$ cat src/hw/rtl/skvt_pkg.sv
// Shared types and constants for the sorted key/value table.
// Used by the top level, the checker and the running-total unit.
`default_nettype none

package skvt_pkg;

  // Field widths fixed by the interface
  localparam int CMD_W     = 3;
  localparam int KEY_W     = 16;
  localparam int VALUE_W   = 20;
  localparam int STATUS_W  = 2;
  localparam int COUNT_W   = 5;
  localparam int TOTAL_W   = 24;

  // Default table depth
  localparam int ENTRIES_DEF = 16;

  // Saturation limits of the reported count and total
  localparam logic [COUNT_W-1:0] COUNT_MAX = '1;
  localparam logic [TOTAL_W-1:0] TOTAL_MAX = '1;

  // Command codes
  typedef enum logic [CMD_W-1:0] {
    CMD_INSERT = 3'd0,
    CMD_DELETE = 3'd1,
    CMD_LOOKUP = 3'd2,
    CMD_UPDATE = 3'd3,
    CMD_TOTAL  = 3'd4
  } cmd_t;

  // Status codes
  typedef enum logic [STATUS_W-1:0] {
    ST_OK      = 2'd0,
    ST_DUP     = 2'd1,
    ST_FULL    = 2'd2,
    ST_MISSING = 2'd3
  } status_t;

  // Operation request to the running-total unit
  typedef struct packed {
    logic add;  // total += operand
    logic sub;  // total -= operand
    logic inc;  // count += 1
    logic dec;  // count -= 1
  } acc_op_t;

endpackage

`default_nettype wire

$ cat src/hw/rtl/skvt_ram.sv
// Generic simple dual-port RAM: one write port, one read port, registered read.
// No package dependency; contents are undefined until written.
`default_nettype none

module skvt_ram #(
  parameter int WIDTH = 36,
  parameter int DEPTH = 16
) (
  input  wire logic                     clk,
  input  wire logic                     we,
  input  wire logic [$clog2(DEPTH)-1:0] waddr,
  input  wire logic [WIDTH-1:0]         wdata,
  input  wire logic [$clog2(DEPTH)-1:0] raddr,
  output logic      [WIDTH-1:0]         rdata
);

  logic [WIDTH-1:0] mem [DEPTH];

  // Write port
  always_ff @(posedge clk) begin
    if (we) begin
      mem[waddr] <= wdata;
    end
  end

  // Registered read port
  always_ff @(posedge clk) begin
    rdata <= mem[raddr];
  end

endmodule

`default_nettype wire

$ cat src/hw/rtl/skvt_acc.sv
// Running entry count and exact value total, with saturated views for output.
// Depends on skvt_pkg for widths, limits and the operation struct.
`default_nettype none

module skvt_acc #(
  parameter int ENTRIES = skvt_pkg::ENTRIES_DEF
) (
  input  wire logic                            clk,
  input  wire logic                            rst,
  input  wire skvt_pkg::acc_op_t               op,
  input  wire logic [skvt_pkg::VALUE_W-1:0]    operand,
  output logic      [$clog2(ENTRIES+1)-1:0]    count,
  output logic      [skvt_pkg::COUNT_W-1:0]    count_sat,
  output logic      [skvt_pkg::TOTAL_W-1:0]    total_sat
);

  localparam int CNT_W  = $clog2(ENTRIES + 1);
  localparam int GROW_W = skvt_pkg::VALUE_W + CNT_W;
  localparam int SUM_W  = (GROW_W > skvt_pkg::TOTAL_W) ? GROW_W : skvt_pkg::TOTAL_W + 1;
  localparam int CMP_W  = (CNT_W > skvt_pkg::COUNT_W) ? CNT_W : skvt_pkg::COUNT_W;

  logic [SUM_W-1:0] sum;
  logic [SUM_W-1:0] sum_next;
  logic [SUM_W-1:0] operand_ext;
  logic [CNT_W-1:0] count_next;
  logic [CMP_W-1:0] count_ext;

  assign operand_ext = SUM_W'(operand);

  // Shared add/subtract on the exact total
  always_comb begin
    sum_next = sum;
    if (op.add) begin
      sum_next = sum + operand_ext;
    end else if (op.sub) begin
      sum_next = sum - operand_ext;
    end
  end

  always_comb begin
    count_next = count;
    if (op.inc) begin
      count_next = count + CNT_W'(1);
    end else if (op.dec) begin
      count_next = count - CNT_W'(1);
    end
  end

  always_ff @(posedge clk) begin
    if (rst) begin
      sum   <= '0;
      count <= '0;
    end else begin
      sum   <= sum_next;
      count <= count_next;
    end
  end

  // Clamp the reported figures
  assign count_ext = CMP_W'(count);
  assign count_sat = (count_ext > CMP_W'(skvt_pkg::COUNT_MAX)) ? skvt_pkg::COUNT_MAX
                                                               : count_ext[skvt_pkg::COUNT_W-1:0];
  assign total_sat = (sum > SUM_W'(skvt_pkg::TOTAL_MAX)) ? skvt_pkg::TOTAL_MAX
                                                        : sum[skvt_pkg::TOTAL_W-1:0];

endmodule

`default_nettype wire

$ cat src/hw/rtl/sorted_key_value_table.sv
// Sorted key/value table: one command at a time, input not ready until its result loads.
// Report total and unused codes go straight to the result; other commands binary-search the
// table (at most ceil(log2(ENTRIES+1)) probes), shift one entry per step on insert or delete,
// then, as the command needs, close the search step, decide, leave the shift, write, update
// the total and load the output; the next command is taken in the cycle after the result loads.
// One RAM port pair and a shared compare and adder do this; sync rst empties count and total.
`default_nettype none

module sorted_key_value_table #(
  parameter int ENTRIES = skvt_pkg::ENTRIES_DEF
) (
  input  wire logic                             clk,
  input  wire logic                             rst,
  input  wire logic                             in_valid,
  output logic                                  in_ready,
  input  wire logic [skvt_pkg::CMD_W-1:0]       command,
  input  wire logic [skvt_pkg::KEY_W-1:0]       key,
  input  wire logic [skvt_pkg::VALUE_W-1:0]     value,
  output logic                                  out_valid,
  input  wire logic                             out_ready,
  output logic      [skvt_pkg::STATUS_W-1:0]    status,
  output logic      [skvt_pkg::VALUE_W-1:0]     found_value,
  output logic      [skvt_pkg::COUNT_W-1:0]     entry_count,
  output logic      [skvt_pkg::TOTAL_W-1:0]     total_value
);

  localparam int AW    = $clog2(ENTRIES);
  localparam int CNT_W = $clog2(ENTRIES + 1);
  localparam int KW    = skvt_pkg::KEY_W;
  localparam int VW    = skvt_pkg::VALUE_W;
  localparam int MEM_W = KW + VW;

  typedef enum logic [8:0] {
    S_IDLE   = 9'b000000001,
    S_SEARCH = 9'b000000010,
    S_CMP    = 9'b000000100,
    S_DECIDE = 9'b000001000,
    S_UP     = 9'b000010000,
    S_DOWN   = 9'b000100000,
    S_WRITE  = 9'b001000000,
    S_ADDV   = 9'b010000000,
    S_FINISH = 9'b100000000
  } state_t;

  state_t                          state;
  logic [skvt_pkg::CMD_W-1:0]      cmd_r;
  logic [KW-1:0]                   key_r;
  logic [VW-1:0]                   val_r;
  logic [CNT_W-1:0]                lo;
  logic [CNT_W-1:0]                hi;
  logic [AW-1:0]                   mid_r;
  logic [CNT_W-1:0]                pos;
  logic [CNT_W-1:0]                cur;
  logic                            pend;
  logic                            hit;
  logic [VW-1:0]                   found_r;
  logic [skvt_pkg::STATUS_W-1:0]   stat_r;

  logic [CNT_W:0]                  mid_sum;
  logic [AW-1:0]                   mid_w;
  logic [CNT_W-1:0]                cur_p1;
  logic [CNT_W-1:0]                cur_m1;
  logic [CNT_W-1:0]                cur_m2;
  logic [KW-1:0]                   rd_key;
  logic [VW-1:0]                   rd_val;
  logic                            in_beat;
  logic                            out_load;
  logic                            known_cmd;

  logic                            ram_we;
  logic [AW-1:0]                   ram_waddr;
  logic [MEM_W-1:0]                ram_wdata;
  logic [AW-1:0]                   ram_raddr;
  logic [MEM_W-1:0]                ram_rdata;

  skvt_pkg::acc_op_t               acc_op;
  logic [VW-1:0]                   acc_operand;
  logic [CNT_W-1:0]                count;
  logic [skvt_pkg::COUNT_W-1:0]    count_sat;
  logic [skvt_pkg::TOTAL_W-1:0]    total_sat;

  // Entry storage: key in the upper bits, value in the lower bits
  skvt_ram #(
    .WIDTH (MEM_W),
    .DEPTH (ENTRIES)
  ) u_ram (
    .clk   (clk),
    .we    (ram_we),
    .waddr (ram_waddr),
    .wdata (ram_wdata),
    .raddr (ram_raddr),
    .rdata (ram_rdata)
  );

  // Count and total
  skvt_acc #(
    .ENTRIES (ENTRIES)
  ) u_acc (
    .clk       (clk),
    .rst       (rst),
    .op        (acc_op),
    .operand   (acc_operand),
    .count     (count),
    .count_sat (count_sat),
    .total_sat (total_sat)
  );

  assign in_ready  = (state == S_IDLE);
  assign in_beat   = in_valid && in_ready;
  assign out_load  = (state == S_FINISH) && (!out_valid || out_ready);
  assign known_cmd = (command == skvt_pkg::CMD_INSERT) || (command == skvt_pkg::CMD_DELETE) ||
                     (command == skvt_pkg::CMD_LOOKUP) || (command == skvt_pkg::CMD_UPDATE);

  assign mid_sum = {1'b0, lo} + {1'b0, hi};
  assign mid_w   = mid_sum[AW:1];
  assign cur_p1  = cur + CNT_W'(1);
  assign cur_m1  = cur - CNT_W'(1);
  assign cur_m2  = cur - CNT_W'(2);
  assign rd_key  = ram_rdata[MEM_W-1:VW];
  assign rd_val  = ram_rdata[VW-1:0];

  // Pick the RAM read address and write request for the current step
  always_comb begin
    ram_raddr = mid_w;
    ram_we    = 1'b0;
    ram_waddr = pos[AW-1:0];
    ram_wdata = {key_r, val_r};
    case (state)
      S_UP: begin
        ram_raddr = cur_m1[AW-1:0];
        ram_we    = pend;
        ram_waddr = cur_p1[AW-1:0];
        ram_wdata = ram_rdata;
      end
      S_DOWN: begin
        ram_raddr = cur[AW-1:0];
        ram_we    = pend;
        ram_waddr = cur_m2[AW-1:0];
        ram_wdata = ram_rdata;
      end
      S_WRITE: begin
        ram_we = 1'b1;
      end
      default: begin
        ram_we = 1'b0;
      end
    endcase
  end

  // Drive the count and total unit
  always_comb begin
    acc_op      = '0;
    acc_operand = found_r;
    case (state)
      S_WRITE: begin
        if (cmd_r == skvt_pkg::CMD_INSERT) begin
          acc_op.inc = 1'b1;
        end else begin
          acc_op.sub = 1'b1;
        end
      end
      S_ADDV: begin
        acc_op.add  = 1'b1;
        acc_operand = val_r;
      end
      S_DOWN: begin
        if (!(cur < count)) begin
          acc_op.sub = 1'b1;
          acc_op.dec = 1'b1;
        end
      end
      default: begin
        acc_op = '0;
      end
    endcase
  end

  // Sequencer: search, decide, shift, write, report
  always_ff @(posedge clk) begin
    if (rst) begin
      state <= S_IDLE;
    end else begin
      case (state)
        S_IDLE: begin
          if (in_beat) begin
            state <= known_cmd ? S_SEARCH : S_FINISH;
          end
        end
        S_SEARCH: begin
          state <= (lo == hi) ? S_DECIDE : S_CMP;
        end
        S_CMP: begin
          state <= (rd_key == key_r) ? S_DECIDE : S_SEARCH;
        end
        S_DECIDE: begin
          state <= S_FINISH;
          if (cmd_r == skvt_pkg::CMD_INSERT) begin
            if (!hit && count != CNT_W'(ENTRIES)) begin
              state <= S_UP;
            end
          end else if (cmd_r == skvt_pkg::CMD_DELETE) begin
            if (hit) begin
              state <= S_DOWN;
            end
          end else if (cmd_r == skvt_pkg::CMD_UPDATE) begin
            if (hit) begin
              state <= S_WRITE;
            end
          end
        end
        S_UP: begin
          if (!(cur > pos)) begin
            state <= S_WRITE;
          end
        end
        S_DOWN: begin
          if (!(cur < count)) begin
            state <= S_FINISH;
          end
        end
        S_WRITE: begin
          state <= S_ADDV;
        end
        S_ADDV: begin
          state <= S_FINISH;
        end
        S_FINISH: begin
          if (out_load) begin
            state <= S_IDLE;
          end
        end
        default: begin
          state <= S_IDLE;
        end
      endcase
    end
  end

  // Working registers of the current command
  always_ff @(posedge clk) begin
    case (state)
      S_IDLE: begin
        if (in_beat) begin
          cmd_r   <= command;
          key_r   <= key;
          val_r   <= value;
          lo      <= '0;
          hi      <= count;
          hit     <= 1'b0;
          found_r <= '0;
          stat_r  <= skvt_pkg::ST_OK;
        end
      end
      S_SEARCH: begin
        mid_r <= mid_w;
        pos   <= lo;
      end
      S_CMP: begin
        if (rd_key == key_r) begin
          hit     <= 1'b1;
          pos     <= CNT_W'(mid_r);
          found_r <= rd_val;
        end else if (rd_key < key_r) begin
          lo <= CNT_W'(mid_r) + CNT_W'(1);
        end else begin
          hi <= CNT_W'(mid_r);
        end
      end
      S_DECIDE: begin
        pend <= 1'b0;
        if (cmd_r == skvt_pkg::CMD_INSERT) begin
          cur <= count;
          if (hit) begin
            stat_r <= skvt_pkg::ST_DUP;
          end else if (count == CNT_W'(ENTRIES)) begin
            stat_r <= skvt_pkg::ST_FULL;
          end
        end else begin
          cur <= pos + CNT_W'(1);
          if (!hit && cmd_r != skvt_pkg::CMD_TOTAL) begin
            stat_r <= skvt_pkg::ST_MISSING;
          end
        end
      end
      S_UP: begin
        // Move entry cur-1 up by one; its write lands next cycle
        if (cur > pos) begin
          cur  <= cur_m1;
          pend <= 1'b1;
        end else begin
          pend <= 1'b0;
        end
      end
      S_DOWN: begin
        // Move entry cur down by one; its write lands next cycle
        if (cur < count) begin
          cur  <= cur_p1;
          pend <= 1'b1;
        end else begin
          pend <= 1'b0;
        end
      end
      default: begin
        pend <= pend;
      end
    endcase
  end

  // Output register
  always_ff @(posedge clk) begin
    if (rst) begin
      out_valid <= 1'b0;
    end else if (out_load) begin
      out_valid <= 1'b1;
    end else if (out_ready) begin
      out_valid <= 1'b0;
    end
  end

  always_ff @(posedge clk) begin
    if (out_load) begin
      status      <= stat_r;
      found_value <= (cmd_r == skvt_pkg::CMD_LOOKUP && hit) ? found_r : '0;
      entry_count <= count_sat;
      total_value <= total_sat;
    end
  end

endmodule

`default_nettype wire

$ cat config.mk
export PLATFORM = sky130hd
export DESIGN_NAME = sorted_key_value_table
export DESIGN_NICKNAME = d
export VERILOG_FILES = /design/src/hw/rtl/skvt_pkg.sv /design/src/hw/rtl/skvt_ram.sv /design/src/hw/rtl/skvt_acc.sv /design/src/hw/rtl/sorted_key_value_table.sv
export SDC_FILE = /design/constraint.sdc
export NUM_CORES = 1
export LEC_CHECK = 0
export BUFFER_PORTS_ARGS = -buffer_cell sky130_fd_sc_hd__buf_2
export CELL_PAD_IN_SITES_DETAIL_PLACEMENT = 0
export CELL_PAD_IN_SITES_GLOBAL_PLACEMENT = 1
export CORE_ASPECT_RATIO = 1.75
export CORE_MARGIN = 1
export CORE_UTILIZATION = 51
export DETAILED_ROUTE_END_ITERATION = 10
export PLACE_DENSITY_LB_ADDON = 0.25
export SLEW_MARGIN = 15
export SYNTH_ARGS = -nofsm -noshare
export SYNTH_HDL_FRONTEND = slang
export SYNTH_SLANG_ARGS = --single-unit
$ cat constraint.sdc
create_clock -name clk -period 5 [get_ports clk]
set_input_delay 1 -clock clk [delete_from_list [all_inputs] [get_ports clk]]
set_output_delay 1 -clock clk [all_outputs]
set_load 0.03 [all_outputs]
==> results of run 1 <==
cells by family (layout without fill, tap and decap cells):
kind of cell | Yosys count | after routing | share of synthesized area, %
compound gates | 504 | 504 | 10.2
xor+xnor | 52 | 52 | 1.35
fa+ha+maj | 68 | 68 | 2.59
buf+inv | 206 | 341 | 2.65
flops | 790 | 790 | 68.1
mux | 11 | 11 | 0.345
simple gates | 1106 | 1106 | 14.7
cell type report:
| class | count | share of cell area (%) |
|---|---|---|
| inverters | 40 | 0.397 |
| flip-flops and latches | 790 | 60.7 |
| multi-input cells | 1741 | 26.6 |
| clock inverters | 33 | 1.02 |
| clock buffers | 101 | 5.29 |
| well taps | 882 | 2.92 |
| repair buffers | 167 | 3.05 |
metrics by stage:
stage	cells	hold WS [ns]	area, µm²	setup slack (ns)
floorplan	2737	0.400	33700	0.785
global placement	3619	0.424	35400	0.250
detailed placement	3619	0.426	35400	0.259
CTS	3753	0.442	37800	0.222
global route	3754	0.448	37800	0.0294
finish	3754	0.437	37800	0.382
synth_stat cells (30+ instances only):
cell      number  area, µm²
nand2_1      445       1670
and3_1        79        494
a211oi_1      51        383
xnor2_1       32        280
nor2_1       316       1190
a22oi_1       37        278
o21ai_0      109        546
inv_1         40        150
nand3_1       96        480
or2_2         30        188
a21oi_1       80        400
edfxtp_1     714      21400
a31oi_1       78        488
a211oi_2      31        388
buf_2         35        175
clkbuf_1     106        398
and2_1        45        282
dfxtp_1       76       1520
ha_1          65        813
o221ai_1      38        333
flip-flops by register name, summed over array words and instances, names as in the netlist:
signal / count
val_r: 20
entry_count: 5
hi: 5
u_ram.rdata: 36
found_value: 20
pend: 1
out_valid: 1
u_ram.mem: 576
state: 9
key_r: 16
pos: 5
found_r: 20
cur: 5
status: 2
hit: 1
mid_r: 4
total_value: 24
stat_r: 2
u_acc.sum: 25
lo: 5
cmd_r: 3
u_acc.count: 5
worst reg2reg max path: stages (launching register included):
cell and delay [ns]:
dfxtp_1 0.36, nor3_4 0.28, nand4_1 0.14, buf_4 0.19, mux2i_2 0.31, ha_4 0.22
nand3_1 0.11, mux2i_1 0.17, and2_0 0.14, buf_4 0.17, nand3_1 0.11, xnor2_1 0.15
a21oi_1 0.09, ha_1 0.39, or3_1 0.37, o211ai_1 0.17, a21oi_1 0.15, a31o_2 0.26
o21a_1 0.17, or4_1 0.46, a21oi_1 0.15
report_power, final:
| part | internal [W] | total (W) | switching (W) |
|---|---|---|---|
| clock | 0.00319 | 0.00563 | 0.00244 |
| sequential | 0.00765 | 0.00788 | 0.000229 |
| combinational | 0.00202 | 0.00610 | 0.00408 |
| total | 0.0129 | 0.0196 | 0.00675 |
routing by layer:
metal / part of all wire (%) / GRT usage (%) / wire length (µm)
met1: 39 / 30.7 / 32800
met2: 52 / 45.7 / 44200
met3: 5.7 / 3.11 / 4830
met4: 3.6 / 11.1 / 3070
met5: 0 / 0 / 0
repair_timing:
action,in CTS,in global routing
resized for setup,0,4
setup endpoints to repair,0,4
buffers inserted,0,1
worst paths after layout:
| check | end | slack [ns] | cells past startpoint | start |
|---|---|---|---|---|
| min | status[0] | 0.44 | 0 | stat_r[0] |
| max | u_acc.sum[24] | 0.38 | 20 | state[8] |
| min reg2reg | status[0] | 0.44 | 0 | stat_r[0] |
| max reg2reg | u_acc.sum[24] | 0.38 | 20 | state[8] |
==> results.yml, run 1 <==
timing:
  hold_viol: 0
  max_freq_mhz: 217
  rsz0062_at_grt: "no"
  finalCritPeriodShare_pct: 92.4
  tns_ns: 0
  skew_ns: 0.0249
  setup_violations: 0
  min_period_ns: 4.62
  worst_pin_slew_ns: 1.11
  max_slew_margin_pct: 25.3
  final_max_slew_viol_count: 0
place:
  io_buffers: 95
  post-dp-hpwl_mm: 49.0
  place.gp.congestion: 0.896
global_route:
  grt_max_degree: 143
  grt_pass1_vias: 22100
  grt_pass1_wl_mm: 129
  grt_usage_pct: 25.5
  antenna_found_initial: 0
  grt-ovfl-total: 0
yosys:
  synth-edff-count: 714
  synth_seq_cells: 790
  syn_area_um2: 33700
  ys_types: 76
  ys_seq_area_share_pct: 68.1
  async_reset_ff_share_pct: 0
  synthesis.nets: 2848
  syn_avg_cell_area_um2: 12.3
  syn_inst: 2737
  synth_flop_cell: "edfxtp_1"
  ys.warnings.count: 0
critical_path:
  worstPathMaxFanout: 7
  cp_slowest_cell: "or4_1"
  critPathBufInv: 2
  worstPathRequired_ns: 5.57
  crit_arrival_ns: 5.19
  crit_chain: "nor3_4 -> nand4_1 -> buf_4 -> mux2i_2 -> ha_4 -> nand3_1 -> mux2i_1 -> and2_0 -> buf_4 -> nand3_1 -> xnor2_1 -> a21oi_1 -> ha_1 -> or3_1 -> o211ai_1 -> a21oi_1 -> a31o_2 -> o21a_1 -> or4_1 -> a21oi_1"
  path_delay_family: "simple AND/OR/NAND/NOR gates"
  critPathLaunchType: "flip-flop"
  crit_type: "flip-flop to flip-flop"
  critical-path-max-stage-delay_ns: 0.46
  cp_common_cell: "a21oi_1"
  endpoint_kind: "flip-flop"
cells_and_area:
  nNetsFinal: 2924
  seq_area_um2: 23000
  layout_commonest_cell: "edfxtp_1"
  final_cell_mix: "edfxtp_1, nand2_1, nor2_1"
  fillers: 5268
  synthToLayoutAreaGrowth_pct: 12.3
  layout-drive-gt1-share_pct: 13.3
  multiInputGateArea_um2: 10100
  utilization_pct: 57.9
  n_antenna_cell: 0
power_and_ir_drop:
  power_w: 0.0196
  ir_drop_mv: 0.379
  leakage_nw: 13.6
  pwr_density_cell_nw_per_um2: 518
cts:
  clockRootBuffer: "clkbuf_16"
  cts_buffers: 73
  cts_sinks: 790
  clock_latency_ns: 0.63
  cts.path.max_buffers: 3
  cts_max_level: 3
  tritoncts: "built"
  clk_pin_slew_ns: 0.07
  ctsHoldBuffers: 0
floorplanning:
  row_count: 124
  dieWidth_um: 196
  io_pins: 96
  start_util_pct: 51.6
  die_area_um2: 67100
  chipHeight_um: 342
  core_area_um2: 65300
route:
  first_iter_violations: 1564
  wl_per_cell_um: 22.6
  ant_nets: 0
  wirelength_mm: 84.9
  remaining_drc_errors: 0
  via_per_inst: 5.87
  firstDrtPassIters: 7
  vias: 22000
job:
  drv_cap: 0
outcome:
  status: "finished, final reports clean"
min_path:
  hold_path.class: "flip-flop to flip-flop"
Note: power is estimated with default switching activity, not from simulation.
==> run 2, diff against run 1 <==
--- a/config.mk
+++ b/config.mk
@@ -9,8 +9,9 @@
 export CELL_PAD_IN_SITES_DETAIL_PLACEMENT = 0
 export CELL_PAD_IN_SITES_GLOBAL_PLACEMENT = 1
 export CORE_ASPECT_RATIO = 1.75
-export CORE_MARGIN = 1
+export CORE_MARGIN = 2
 export CORE_UTILIZATION = 51
+export CTS_CLUSTER_SIZE = 10
 export DETAILED_ROUTE_END_ITERATION = 10
 export PLACE_DENSITY_LB_ADDON = 0.25
 export SLEW_MARGIN = 15
==> constraint.sdc (replaced) <==
create_clock -name clk -period 4.8 [get_ports clk]
set_input_delay 0.96 -clock clk [delete_from_list [all_inputs] [get_ports clk]]
set_output_delay 0.96 -clock clk [all_outputs]
set_load 0.03 [all_outputs]
==> results.yml, run 2 (same netlist as run 1, synthesis figures left out) <==
global_route:
  grt_max_degree: 107
  grt_pass1_vias: 22300
  grt_pass1_wl_mm: 128
  grt_usage_pct: 24.9
  grt-ovfl-total: 0
  antenna_found_initial: 0
route:
  remaining_drc_errors: 0
  first_iter_violations: 1519
  firstDrtPassIters: 5
  ant_nets: 0
  via_per_inst: 5.83
  vias: 22100
  wirelength_mm: 84.4
  wl_per_cell_um: 22.3
floorplanning:
  dieWidth_um: 198
  die_area_um2: 68200
  chipHeight_um: 344
  start_util_pct: 51.6
  row_count: 124
  io_pins: 96
  core_area_um2: 65300
power_and_ir_drop:
  ir_drop_mv: 0.557
  leakage_nw: 13.7
  pwr_density_cell_nw_per_um2: 546
cts:
  ctsHoldBuffers: 0
  cts_buffers: 89
  cts_max_level: 3
  clock_latency_ns: 0.65
  clockRootBuffer: "clkbuf_16"
  cts_sinks: 790
  cts.path.max_buffers: 3
  tritoncts: "built"
  clk_pin_slew_ns: 0.06
critical_path:
  critPathLaunchType: "flip-flop"
  worstPathMaxFanout: 7
  rr_worst_depth: 20
  worstReg2RegEnd: "u_acc.sum[24]"
  worstPathRequired_ns: 5.36
  endpoint_kind: "flip-flop"
  crit_arrival_ns: 5.08
  timing.rr.start: "state[3]"
  crit_type: "flip-flop to flip-flop"
  r2r_slack_ns: 0.28
timing:
  tns_ns: 0
  hold_viol: 0
  min_period_ns: 4.52
  max_slew_margin_pct: 34.6
  finalCritPeriodShare_pct: 94.2
  max_freq_mhz: 221
  setup_violations: 0
  worst_pin_slew_ns: 0.980
  final_max_slew_viol_count: 0
  skew_ns: 0.0373
min_path:
  hold_depth: 0
  hold_path.class: "flip-flop to flip-flop"
  min_to: "status[1]"
  holdCritStartpoint: "stat_r[1]"
cells_and_area:
  reg_top3: "u_ram.mem: 576 flops, u_ram.rdata: 36 flops, u_acc.sum: 25 flops"
  top_register: "u_ram.mem"
  layout_commonest_cell: "edfxtp_1"
  synthToLayoutAreaGrowth_pct: 13.2
  fillers: 5259
  stdcell_count: 3786
  largest_reg_flops: 576
  layout-drive-gt1-share_pct: 13.1
  final_cell_mix: "edfxtp_1, nand2_1, nor2_1"
  n_antenna_cell: 0
  nNetsFinal: 2944
place:
  place.gp.congestion: 0.863
  post-dp-hpwl_mm: 48.8
  io_buffers: 95
  place_inst: 3623
outcome:
  status: "finished, final reports clean"
job:
  drv_cap: 0
## run 2: what timing repair did
item	CTS	global route
cloned	0	0
buffers inserted	0	1
endpoints found under the hold margin	0	0
pin swaps	0	1
gates resized for setup	1	5
endpoints found under the setup margin	1	6
## run 2: layer usage
layer | routed length, µm | track usage [%]
met5 | 0 | 0
met1 | 32600 | 30.2
met3 | 5120 | 3.54
met4 | 3740 | 12.2
met2 | 42900 | 43.6
## run 2: worst max-delay path by stage
stage | endpoint | cells after the start | slack [ns] | start
6_report | u_acc.sum[24] | 20 | 0.28 | state[3]
3_3_place_gp | u_acc.sum[17] | 19 | 0.13 | state[3]
2_1_floorplan | u_acc.sum[24] | 20 | 0.59 | state[2]
4_1_cts | u_acc.sum[24] | 19 | 0.06 | state[3]
5_1_grt | u_acc.sum[24] | 20 | -0.02 | state[3]
3_5_place_dp | u_acc.sum[17] | 20 | 0.04 | state[3]
## run 2: cell type report
| type | instances | area [µm²] | area share [%] |
|---|---|---|---|
| tap | 882 | 1100 | 2.89 |
| inverter | 40 | 150 | 0.393 |
| multi-input combinational | 1741 | 10100 | 26.4 |
| timing repair buffer | 171 | 1220 | 3.20 |
| clock buffer | 154 | 2490 | 6.53 |
| clock inverter | 8 | 141 | 0.371 |
| sequential | 790 | 23000 | 60.2 |
## run 2: power breakdown
group	internal, W	switching (W)	total [W]
sequential	0.00798	0.000229	0.00820
combinational	0.00211	0.00427	0.00638
clock	0.00362	0.00262	0.00624
## run 2: through the flow
stage | setup WS (ns) | hold WS (ns) | power, W | instance area [µm²] | utilization [%]
final | 0.279 | 0.423 | 0.0208 | 38200 | 58.4
after global routing | -0.0163 | 0.441 | 0.0219 | 38200 | 58.4
after CTS | 0.0638 | 0.423 | 0.0209 | 38100 | 58.4
after detailed placement | 0.0407 | 0.409 | 0.0147 | 35500 | 54.3
after global placement | 0.130 | 0.406 | 0.0145 | 35500 | 54.3
after floorplan | 0.585 | 0.400 | 0.0128 | 33700 | -
## run 2: worst max-delay path: stages, from the launching register on
cell,delay (ns)
dfxtp_1,0.36
nor3_1,0.25
nand4_1,0.11
buf_4,0.18
mux2i_2,0.26
ha_4,0.21
nand3_1,0.10
mux2i_1,0.16
and2_0,0.13
buf_4,0.16
nand3_1,0.10
xnor2_1,0.17
a21oi_1,0.09
ha_1,0.37
or3_1,0.36
o211ai_1,0.18
a21oi_1,0.16
a31o_2,0.27
o21a_1,0.18
or4_1,0.46
a21oi_1,0.15
==> run 3, diff against run 2 <==
--- a/config.mk
+++ b/config.mk
@@ -5,14 +5,16 @@
 export SDC_FILE = /design/constraint.sdc
 export NUM_CORES = 1
 export LEC_CHECK = 0
-export BUFFER_PORTS_ARGS = -buffer_cell sky130_fd_sc_hd__buf_2
+export ABC_AREA = 1
+export BUFFER_PORTS_ARGS = -buffer_cell sky130_fd_sc_hd__buf_4
 export CELL_PAD_IN_SITES_DETAIL_PLACEMENT = 0
 export CELL_PAD_IN_SITES_GLOBAL_PLACEMENT = 1
 export CORE_ASPECT_RATIO = 1.75
 export CORE_MARGIN = 2
-export CORE_UTILIZATION = 51
+export CORE_UTILIZATION = 50
 export CTS_CLUSTER_SIZE = 10
 export DETAILED_ROUTE_END_ITERATION = 10
+export HOLD_SLACK_MARGIN = 0.15
 export PLACE_DENSITY_LB_ADDON = 0.25
 export SLEW_MARGIN = 15
 export SYNTH_ARGS = -nofsm -noshare
==> results.yml, run 3 <==
cts:
  cts.path.max_buffers: 3
  ctsHoldBuffers: 0
  clock_latency_ns: 0.65
  clk_pin_slew_ns: 0.06
  tritoncts: "built"
  cts_max_level: 3
  cts_sinks: 790
  postCtsSetupRepairBufs: 0
  cts_buffers: 89
  clockRootBuffer: "clkbuf_16"
cells_and_area:
  final_cell_mix: "edfxtp_1, nand2_1, inv_1"
  largest_reg_flops: 576
  nNetsFinal: 3397
  top_register: "u_ram.mem"
  layout_commonest_cell: "edfxtp_1"
  layout-drive-gt1-share_pct: 10.2
  fin_area_um2: 39500
  utilization_pct: 57.1
  reg_top3: "u_ram.mem: 576 flops, u_ram.rdata: 36 flops, u_acc.sum: 25 flops"
  synthToLayoutAreaGrowth_pct: 13.5
  n_antenna_cell: 0
global_route:
  grt_pass1_wl_mm: 136
  grt_max_degree: 170
  antenna_found_initial: 1
  grt_pass1_vias: 23400
  grt_usage_pct: 25.2
  grt-ovfl-total: 0
yosys:
  synthesis.nets: 3289
  synth_flop_cell: "edfxtp_1"
  synth_compound_area_share_pct: 9.36
  syn_area_um2: 34800
  muxShareOfSynthArea_pct: 0
  syn_inst: 3178
  synth_top_family_by_area: "simple AND/OR/NAND/NOR gates"
  ys_seq_area_share_pct: 66.0
  ys.warnings.count: 0
  synth_seq_cells: 790
  synth_fa_ha_area_share_pct: 2.51
  ys_types: 49
  synthXorXnorAreaFrac_pct: 0.855
  synth-edff-count: 714
  yosys-top-cells-area: "edfxtp_1, nand2_1, o211ai_1, inv_1, nand3_1"
  async_reset_ff_share_pct: 0
  synthTopCellsByCount: "edfxtp_1, nand2_1, inv_1"
  netlist.area_leader.share_pct: 61.6
  synth.most_common_cell: "edfxtp_1"
  syn_avg_cell_area_um2: 11.0
  synth-simple-area-share_pct: 14.4
  yosysTopAreaCell: "edfxtp_1"
place:
  dpl_cell_area_um2: 36900
  place_ws_ns: 0.315
  post-dp-hpwl_mm: 52.9
  io_buffers: 95
  place.gp.congestion: 0.932
route:
  via_per_inst: 5.51
  remaining_drc_errors: 0
  ant_nets: 0
  first_iter_violations: 1733
  firstDrtPassIters: 5
  vias: 23500
  wirelength_mm: 90.2
  wl_per_cell_um: 21.2
timing:
  skew_ns: 0.0261
  min_period_ns: 4.31
  final_max_slew_viol_count: 0
  finalCritPeriodShare_pct: 89.8
  max_freq_mhz: 232
  setup_violations: 0
  worst_pin_slew_ns: 1.17
  tns_ns: 0
  layout_setup_ws_ns: 0.490
  max_slew_margin_pct: 21.1
  hold_viol: 0
  rsz0062_at_grt: "no"
outcome:
  status: "finished, final reports clean"
min_path:
  hold_path.class: "flip-flop to flip-flop"
critical_path:
  crit_arrival_ns: 4.83
  critPathLaunchType: "flip-flop"
  crit_type: "flip-flop to flip-flop"
  worstPathRequired_ns: 5.32
  endpoint_kind: "flip-flop"
  cp_slowest_cell: "ha_2"
  path_delay_family: "simple AND/OR/NAND/NOR gates"
  critical-path-max-stage-delay_ns: 0.37
  worstPathMaxFanout: 8
  cp_common_cell: "nand2_1"
  critPathBufInv: 4
job:
  drv_cap: 0
power_and_ir_drop:
  leakage_nw: 15.7
  pwr_density_cell_nw_per_um2: 754
  ir_drop_mv: 0.874
floorplanning:
  die_area_um2: 71800
  start_util_pct: 50.3
  row_count: 128
  core_area_um2: 69200
  dieWidth_um: 203
  chipHeight_um: 353
  io_pins: 96
run 3: cell types whose count changed after synthesis, sizes merged, moves of 46 or more:
| cell | delta |
|---|---|
| nand2 | +195 |
| and3 | -79 |
| a211oi | -79 |
| nor2 | -155 |
| nand3 | +213 |
| o211ai | +256 |
| and2 | -46 |
| inv | +411 |
| a31oi | -70 |
run 3: final cells by class:
cell class / instances / area, µm²
multi-input combinational: 1778 / 9650
timing repair buffer: 175 / 1500
fill: 5776 / 29700
inverter: 452 / 1700
clock inverter: 7 / 96.3
sequential: 790 / 23000
clock buffer: 153 / 2480
tap: 910 / 1140
run 3: layer usage:
layer / track usage [%] / vias to the layer above / share of wire [%]
met1: 29.1 / 11400 / 38
met2: 46.6 / 681 / 53
met4: 10.7 / 0 / 4.1
li1: - / 11200 / -
met5: 0 / - / 0
met3: 3.18 / 196 / 4.7
run 3: report_power, final:
part,internal (W),switching [W],leakage [nW]
Clock,0.00349,0.00263,1.22
Sequential,0.00863,0.000287,7.11
Combinational,0.00448,0.0103,7.42
Total,0.0166,0.0132,15.7
run 3: final timing paths:
check	depth (start not counted)	endpoint	slack, ns	startpoint
max reg2reg	27	u_acc.sum[23]	0.49	state[0]
min reg2reg	0	status[0]	0.44	stat_r[0]
min	0	status[0]	0.44	stat_r[0]
max	27	u_acc.sum[23]	0.49	state[0]
run 3: per-stage QoR:
step	instances	power, W	hold slack [ns]
detailed placement	4104	0.0238	0.409
floorplan	3178	0.0195	0.400
global route	4265	0.0319	0.444
global placement	4104	0.0235	0.401
CTS	4264	0.0300	0.427
finish	4265	0.0298	0.435
run 3: repair_timing:
action,4_1_cts,5_1_grt
hold endpoints to repair,0,0
gates resized for setup,0,8
setup endpoints to repair,0,5
run 3: worst reg2reg max path, stage by stage (launching register included):
cell,delay [ns]
dfxtp_1,0.32
nor2_1,0.18
nand2_2,0.16
nor2_1,0.19
nand2_2,0.12
nand2_1,0.07
o21ai_0,0.13
inv_1,0.11
ha_1,0.17
inv_1,0.07
nor2_1,0.10
nand2_1,0.11
nor2_2,0.22
nand2_1,0.15
nor2_2,0.17
nand2_1,0.12
o221ai_1,0.24
ha_2,0.37
a21oi_1,0.20
inv_1,0.06
a31oi_1,0.28
o21ai_0,0.12
a21oi_1,0.17
nand3_1,0.09
nand2_1,0.06
nand3_1,0.06
o211ai_1,0.09
inv_1,0.06
run 3: logic make-up (layout without fill, tap and decap cells):
family / after synthesis / after routing
simple gates: 1180 / 1180
flops: 790 / 790
buf+inv: 610 / 787
compound gates: 496 / 496
fa+ha+maj: 68 / 68
xor+xnor: 34 / 34
